$ cat src/llnt_pkg.sv
package llnt_pkg;

  localparam int NODE_W    = 10;
  localparam int MAX_NODES = 1023;
  localparam int DEPTH     = MAX_NODES + 1;
  localparam int ADDR_W    = $clog2(DEPTH);
  localparam int ACT_W     = 2;

  localparam logic [ACT_W-1:0] ACT_UNLINK     = 2'd0;
  localparam logic [ACT_W-1:0] ACT_INS_BEFORE = 2'd1;
  localparam logic [ACT_W-1:0] ACT_INS_AFTER  = 2'd2;
  localparam logic [ACT_W-1:0] ACT_QUERY      = 2'd3;

  typedef struct packed {
    logic clr_en;
    logic accept;
    logic phase1;
    logic phase2;
    logic load_out;
  } cmd_t;

  typedef struct packed {
    logic is_query;
    logic clr_done;
  } status_t;

  function automatic logic node_ok(input logic [NODE_W-1:0] n);
    node_ok = (n != '0) && (32'(n) <= MAX_NODES);
  endfunction

endpackage

$ cat src/llnt_ctrl.sv
module llnt_ctrl (
  input  logic              clk_i,
  input  logic              rst_ni,
  input  logic              in_valid_i,
  output logic              in_ready_o,
  output logic              out_valid_o,
  input  logic              out_ready_i,
  output llnt_pkg::cmd_t    cmd_o,
  input  llnt_pkg::status_t status_i
);
  import llnt_pkg::*;

  localparam logic [1:0] ST_CLEAR = 2'd0;
  localparam logic [1:0] ST_IDLE  = 2'd1;
  localparam logic [1:0] ST_WR1   = 2'd2;
  localparam logic [1:0] ST_WR2   = 2'd3;

  logic [1:0] state_q, state_d;
  logic       out_valid_q, out_valid_d;
  logic       out_free;

  assign out_free = !out_valid_q || out_ready_i;

  always_comb begin
    state_d    = state_q;
    cmd_o      = '0;
    in_ready_o = 1'b0;
    case (state_q)
      ST_CLEAR: begin
        cmd_o.clr_en = 1'b1;
        if (status_i.clr_done) state_d = ST_IDLE;
      end
      ST_IDLE: begin
        in_ready_o   = 1'b1;
        cmd_o.accept = in_valid_i;
        if (in_valid_i) state_d = ST_WR1;
      end
      ST_WR1: begin
        if (status_i.is_query) begin
          if (out_free) begin
            cmd_o.load_out = 1'b1;
            state_d        = ST_IDLE;
          end
        end else begin
          cmd_o.phase1 = 1'b1;
          state_d      = ST_WR2;
        end
      end
      ST_WR2: begin
        cmd_o.phase2 = 1'b1;
        state_d      = ST_IDLE;
      end
      default: begin
        state_d = ST_CLEAR;
      end
    endcase
  end

  always_comb begin
    out_valid_d = out_valid_q;
    if (out_valid_q && out_ready_i) out_valid_d = 1'b0;
    if (cmd_o.load_out) out_valid_d = 1'b1;
  end

  always_ff @(posedge clk_i or negedge rst_ni) begin
    if (!rst_ni) begin
      state_q     <= ST_CLEAR;
      out_valid_q <= 1'b0;
    end else begin
      state_q     <= state_d;
      out_valid_q <= out_valid_d;
    end
  end

  assign out_valid_o = out_valid_q;

endmodule

$ cat config.mk
export PLATFORM = sky130hd
export DESIGN_NAME = llnt_ctrl
export DESIGN_NICKNAME = d
export VERILOG_FILES = /design/src/llnt_pkg.sv /design/src/llnt_ctrl.sv
export SDC_FILE = /design/constraint.sdc
export NUM_CORES = 1
export LEC_CHECK = 0
export BUFFER_PORTS_ARGS = -buffer_cell sky130_fd_sc_hd__buf_2
export CORE_AREA = 2 2 39 41
export DETAILED_ROUTE_END_ITERATION = 8
export DIE_AREA = 0 0 41 43
export PLACE_DENSITY = 0.42
export RECOVER_POWER = 100
export REMOVE_ABC_BUFFERS = 1
export SLEW_MARGIN = 10
export SYNTH_ARGS = -nofsm -noshare
export SYNTH_HDL_FRONTEND = slang
export SYNTH_SLANG_ARGS = --single-unit
$ cat constraint.sdc
create_clock -name clk_i -period 1.6 [get_ports clk_i]
set_clock_uncertainty 0.1 [all_clocks]
set_input_delay 0.32 -clock clk_i [delete_from_list [all_inputs] [get_ports clk_i]]
set_output_delay 0.32 -clock clk_i [all_outputs]
set_load 0.01 [all_outputs]
==> results.json, run 1 <==
{
  "async_flop_share_pct": 100,
  "first_global_vias": 253,
  "netlist.area_leader.share_pct": 30.9,
  "synth_common_cells": "ha_1 (5), dfrtp_1 (3), inv_1 (3)",
  "ios": 13,
  "synth-seq-cells": 3,
  "setup-violations-final": 0,
  "diodes": 0,
  "sw_frac_of_total_pct": 37.7,
  "synth_area_sq_um": 243,
  "leakage_nw": 0.225,
  "placement.io_buffers": 12,
  "numCtsBuffers": 3,
  "pwr-share-seq_pct": 19.8,
  "slowest_stage": "dfrtp_1",
  "crit_path_end_kind": "primary output",
  "stdcell_area_sq_um": 445,
  "insertion_delay_ps": 230,
  "r2r_end": "state_q[0]",
  "ant_nets": 0,
  "critPathMaxStageDelay_ps": 420,
  "setup_ws_ps": 6.99,
  "worst-path-stages": 4,
  "internal_power_mw": 0.460,
  "drt-initial-drc-count": 0,
  "status": "complete, no violations",
  "critPathTopFamily": "flip-flops",
  "path_clk_slew_ps": 40,
  "track_usage_pct": 7.41,
  "cp_data_required_time_ps": 1180,
  "pwr-share-clk_pct": 17.8,
  "wl_microns": 528,
  "routedWlPerCell_microns": 8.66,
  "finalHoldViolations": 0,
  "holdCritPathClass": "input pin to flop",
  "core_sq_mm": 0.00138,
  "power.density_mw_per_mm2": 1660,
  "tightest_slew_ps": 221,
  "finalCriticalPeriod_ps": 1590,
  "post-route-util_pct": 32.2,
  "yosysTopAreaCell": "dfrtp_1",
  "synth_area_leaders": "dfrtp_1 (31%), ha_1 (26%), mux2i_1 (8.2%)",
  "ys_seq_area_share_pct": 30.9,
  "fillers": 156,
  "min_to": "out_valid_o",
  "fin_nets": 57,
  "hold-path-cell-count": 3,
  "cts_tree": "built",
  "clockBufferDepth": 2,
  "worstPathMaxFanout": 4,
  "startpoint": "state_q[1]",
  "r2r-start": "state_q[0]",
  "via_count": 223,
  "dpl_worst_slack_ps": 164,
  "slew_violations": 0,
  "fmax_mhz": 628,
  "grt-ovfl-total": 0,
  "htreeDepth": 1,
  "synth_edf_count": 0,
  "start_util_pct": 17.5,
  "cts_sinks": 3,
  "crit_buf_inv": 2,
  "synth_cell_type_count": 12,
  "die_h_microns": 43,
  "gp_congestion": 0.655,
  "critical_path_class": "flop to primary output",
  "arrival_ps": 1170,
  "antenna_found_initial": 0,
  "syn_avg_cell_area_sq_um": 10.6,
  "crit_chain": "inv_2, ha_2, and2_1, buf_2",
  "cts_root_buffer": "clkbuf_4",
  "grt_start_max_net_pins": 5,
  "drcViolationCount": 0,
  "grt_pass1_wl_microns": 855,
  "syn_to_final_growth_pct": 83.5,
  "relSlewSlack_pct": 85.3,
  "drive_above_1_share_pct": 64.4,
  "yosysMostFrequentCell": "ha_1",
  "rrSetupSlack_ps": 150,
  "ys.flop_type": "dfrtp_1",
  "r2r.worst_path.cells": 6,
  "pwr-share-comb_pct": 62.4,
  "start_kind": "flop",
  "dieArea_sq_mm": 0.00176,
  "syn_inst": 23,
  "drt_first_pass_iters": 1,
  "hold_start": "out_ready_i",
  "via_per_inst": 3.66,
  "rsz0062_at_grt": "yes",
  "yosysWarnings": 0,
  "num_rows": 14,
  "hold_slack_ps": 282,
  "placed_area_sq_um": 315,
  "vdd_drop_max_mv": 0.514,
  "die_w_microns": 41,
  "maxCapViolCount": 0,
  "power.switching_mw": 0.278,
  "fin_crit_sh_pct": 99.6,
  "hpwlAfterDp_microns": 399
}
## worst max path at each step
stage               slack, ps         end
finish                      7    cmd_o[3]
global route              -50    cmd_o[0]
CTS                        -6    cmd_o[3]
detailed placement        160    cmd_o[0]
global placement          150  state_q[0]
floorplan                 250  state_q[0]
## flip-flops by register name, indices dropped and copies added, names as in the netlist
signal and flops:
out_valid_o 1, state_q 2
## layout make-up
cell class	count	area, sq um	share of cell area (%)
timing repair buffer	19	126	28.4
clock buffer	4	26.3	5.90
inverter	3	11.3	2.53
multi-input combinational	16	186	41.9
tap	16	20.0	4.49
sequential	3	75.1	16.9
## power groups by stage
stage	combinational, mW	clock [mW]	sequential (mW)
floorplan	0.202	0	0.137
global placement	0.298	0	0.140
detailed placement	0.294	0	0.143
CTS	0.400	0.137	0.149
global route	0.519	0.145	0.148
finish	0.461	0.131	0.146
## metrics by stage
stage               total power, mW  instances  TNS (ps)
floorplan                     0.339         22         0
global placement              0.437         50         0
detailed placement            0.437         50         0
CTS                           0.685         59     -7.81
global route                  0.812         61      -101
finish                        0.738         61         0
## metal layers
metal | global-route usage [%] | vias up | share of wire, %
li1 | - | 116 | -
met1 | 4.79 | 101 | 38
met2 | 13.8 | 6 | 58
met3 | 6.28 | 0 | 3.4
met4 | 2.00 | 0 | 0
met5 | 0 | - | 0
## cell usage in the layout, fill, tap and decap left out, types with 2 or more instances in the layout
master	Yosys	routed
buf_2	0	9
buf_4	1	6
buf_6	0	2
clkbuf_1	0	2
clkbuf_4	0	3
dfrtp_1	3	3
ha_1	5	2
ha_4	0	2
inv_2	0	2
mux2i_1	2	2
## kinds of logic after synthesis
group | after synthesis | share of synthesized area, %
simple gates | 7 | 19.1
fa+ha+maj | 5 | 25.8
buf+inv | 4 | 7.73
flops | 3 | 30.9
compound gates | 2 | 8.24
mux | 2 | 8.25
## tightest hold or removal path, delay by kind of cell
kind / cells / cell delay (ps)
buffers and inverters: 1 / 80
and+or+nand+nor: 2 / 170
## repair_timing
item	CTS	global route
buffers inserted	4	2
endpoints found under the hold margin	3	0
endpoints found under the setup margin	3	5
gates resized for setup	9	3
hold buffers	1	0
Power figures use the tool's default switching activity.
==> run 2: changes to the inputs <==
==> constraint.sdc (replaced) <==
create_clock -name clk_i -period 1.6 [get_ports clk_i]
set_clock_uncertainty 0.1 [all_clocks]
set_input_delay 0.16 -clock clk_i [delete_from_list [all_inputs] [get_ports clk_i]]
set_output_delay 0.16 -clock clk_i [all_outputs]
set_load 0.01 [all_outputs]
==> run 2 against run 1 <==
  * Total power decreased by 22%
  * Via count shrank 4.0%
  * Count of clock-buffer cells in the layout stayed put
  * Maximum frequency is 4.8% higher
  * First-iteration DRC count increased by 1
  * Die area stayed put
  * Non-clock buffer count is 4 lower
  * Core utilization down 6.6 points
  * Flip-flop and latch count unchanged
  * Critical path type unchanged
  * Largest cell class unchanged
  * Largest power group unchanged
  * Highest routed layer unchanged
==> results.json, run 2 (synthesized netlist as in run 1, its figures left out) <==
{
  "slowest_stage": "dfrtp_1",
  "drcViolationCount": 0,
  "diodes": 0,
  "design_power_total_mw": 0.573,
  "rsz0062_at_grt": "no",
  "placement.io_buffers": 12,
  "cts_sinks": 3,
  "numCtsBuffers": 3,
  "fin_crit_sh_pct": 95.0,
  "placed_area_sq_um": 315,
  "via_count": 214,
  "start_kind": "flop",
  "tightest_slew_ps": 321,
  "cts_root_buffer": "clkbuf_4",
  "finalHoldViolations": 0,
  "antenna_found_initial": 0,
  "worstPathMaxFanout": 4,
  "crit_chain": "buf_4, ha_1, and2_1, clkbuf_2",
  "register_area_sq_um": 75.1,
  "hold_slack_ps": 110,
  "largest_reg_flops": 2,
  "gp_congestion": 0.627,
  "finalCriticalPeriod_ps": 1520,
  "power.density_mw_per_mm2": 1620,
  "ctsResizeCount": 0,
  "critPathMaxStageDelay_ps": 400,
  "sw_frac_of_total_pct": 39.8,
  "top_register": "state_q",
  "path_clk_slew_ps": 40,
  "leakage_nw": 0.190,
  "fillers": 172,
  "start_util_pct": 17.5,
  "hpwlAfterDp_microns": 389,
  "die_w_microns": 41,
  "track_usage_pct": 7.21,
  "stdcell_area_sq_um": 354,
  "pwr-share-comb_pct": 52.7,
  "fin_nets": 53,
  "syn_to_final_growth_pct": 45.9,
  "final_cell_mix": "clkbuf_1 (6), buf_2 (6), ha_1 (5)",
  "setup_tns_ps": 0,
  "cp_data_required_time_ps": 1340,
  "setup-violations-final": 0,
  "num_rows": 14,
  "wl_microns": 475,
  "critical_path_class": "flop to primary output",
  "die_h_microns": 43,
  "pwr-share-clk_pct": 23.4,
  "cts_tree": "built",
  "status": "complete, no violations",
  "crit_path_end_kind": "primary output",
  "vdd_drop_max_mv": 0.310,
  "power.switching_mw": 0.228,
  "drive_above_1_share_pct": 31.7,
  "arrival_ps": 1260,
  "grt_start_max_net_pins": 5,
  "relSlewSlack_pct": 78.6,
  "drt-initial-drc-count": 1,
  "grt_pass1_wl_microns": 772,
  "core_sq_mm": 0.00138,
  "ios": 13,
  "critPathTopFamily": "flip-flops",
  "via_per_inst": 3.75,
  "routedWlPerCell_microns": 8.33,
  "internal_power_mw": 0.345,
  "crit_buf_inv": 2,
  "multiInputGateArea_sq_um": 143,
  "insertion_delay_ps": 230,
  "holdCritPathClass": "input pin to flop",
  "fmax_mhz": 658,
  "htreeDepth": 1,
  "maxCapViolCount": 0,
  "dieArea_sq_mm": 0.00176,
  "clockBufferDepth": 2,
  "slew_violations": 0,
  "first_global_vias": 213,
  "drt_first_pass_iters": 2,
  "pwr-share-seq_pct": 23.9,
  "ant_nets": 0,
  "grt-ovfl-total": 0
}
-- run 2: cell count changes in the layout (fill, tap and decap cells not counted), moves of 2 or more --
cell      delta
buf_4        -4
clkbuf_1     +4
buf_2        -3
ha_1         +3
buf_6        -2
ha_4         -2
inv_1        +2
inv_2        -2
-- run 2: tightest hold or removal path, cell delays in order --
cell	delay (ps)
buf_2	70
nand2b_4	110
nand2_1	50
-- run 2: final cells by class --
cell class	count	share of cell area, %
multi-input combinational	16	40.3
timing repair buffer	15	22.3
sequential	3	21.2
clock buffer	4	7.42
tap	16	5.65
inverter	3	3.18
-- run 2: metrics by stage --
| step | util, % | worst slack, ps | instances |
|---|---|---|---|
| 2_1_floorplan | - | 253 | 22 |
| 3_3_place_gp | 22.8 | 148 | 50 |
| 3_5_place_dp | 22.8 | 170 | 50 |
| 4_1_cts | 25.4 | 30.5 | 55 |
| 5_1_grt | 25.6 | 3.77 | 57 |
| 6_report | 25.6 | 80.5 | 57 |
-- run 2: power groups by stage --
stage	combinational [mW]	clock [mW]	sequential [mW]
2_1_floorplan	0.202	0	0.137
3_3_place_gp	0.296	0	0.141
3_5_place_dp	0.293	0	0.139
4_1_cts	0.293	0.143	0.140
5_1_grt	0.349	0.152	0.143
6_report	0.302	0.134	0.137
-- run 2: timing repair --
item                                   4_1_cts  5_1_grt
endpoints found under the hold margin        3        0
setup buffers                                0        2
hold buffers                                 1        0
setup endpoints to repair                    0        2
-- run 2: worst paths after layout --
path,from,end,slack (ps),cells past startpoint
worst max-delay path,state_q[0],cmd_o[3],80,4
worst min-delay path,out_ready_i,out_valid_o,110,3
worst max register to register,state_q[0],state_q[1],130,5
worst min register to register,out_valid_o,out_valid_o,430,2
max in group asynchronous,rst_ni,out_valid_o,1080,2
min in group asynchronous,rst_ni,state_q[0],160,2
-- run 2: layer usage --
layer	global-route usage [%]	wire, microns	share of wire, %	up-vias
li1	-	-	-	108
met1	6.07	163	34	100
met2	10.0	273	57	6
met3	4.71	39	8.2	0
met4	8.00	0	0	0
met5	0	0	0	-
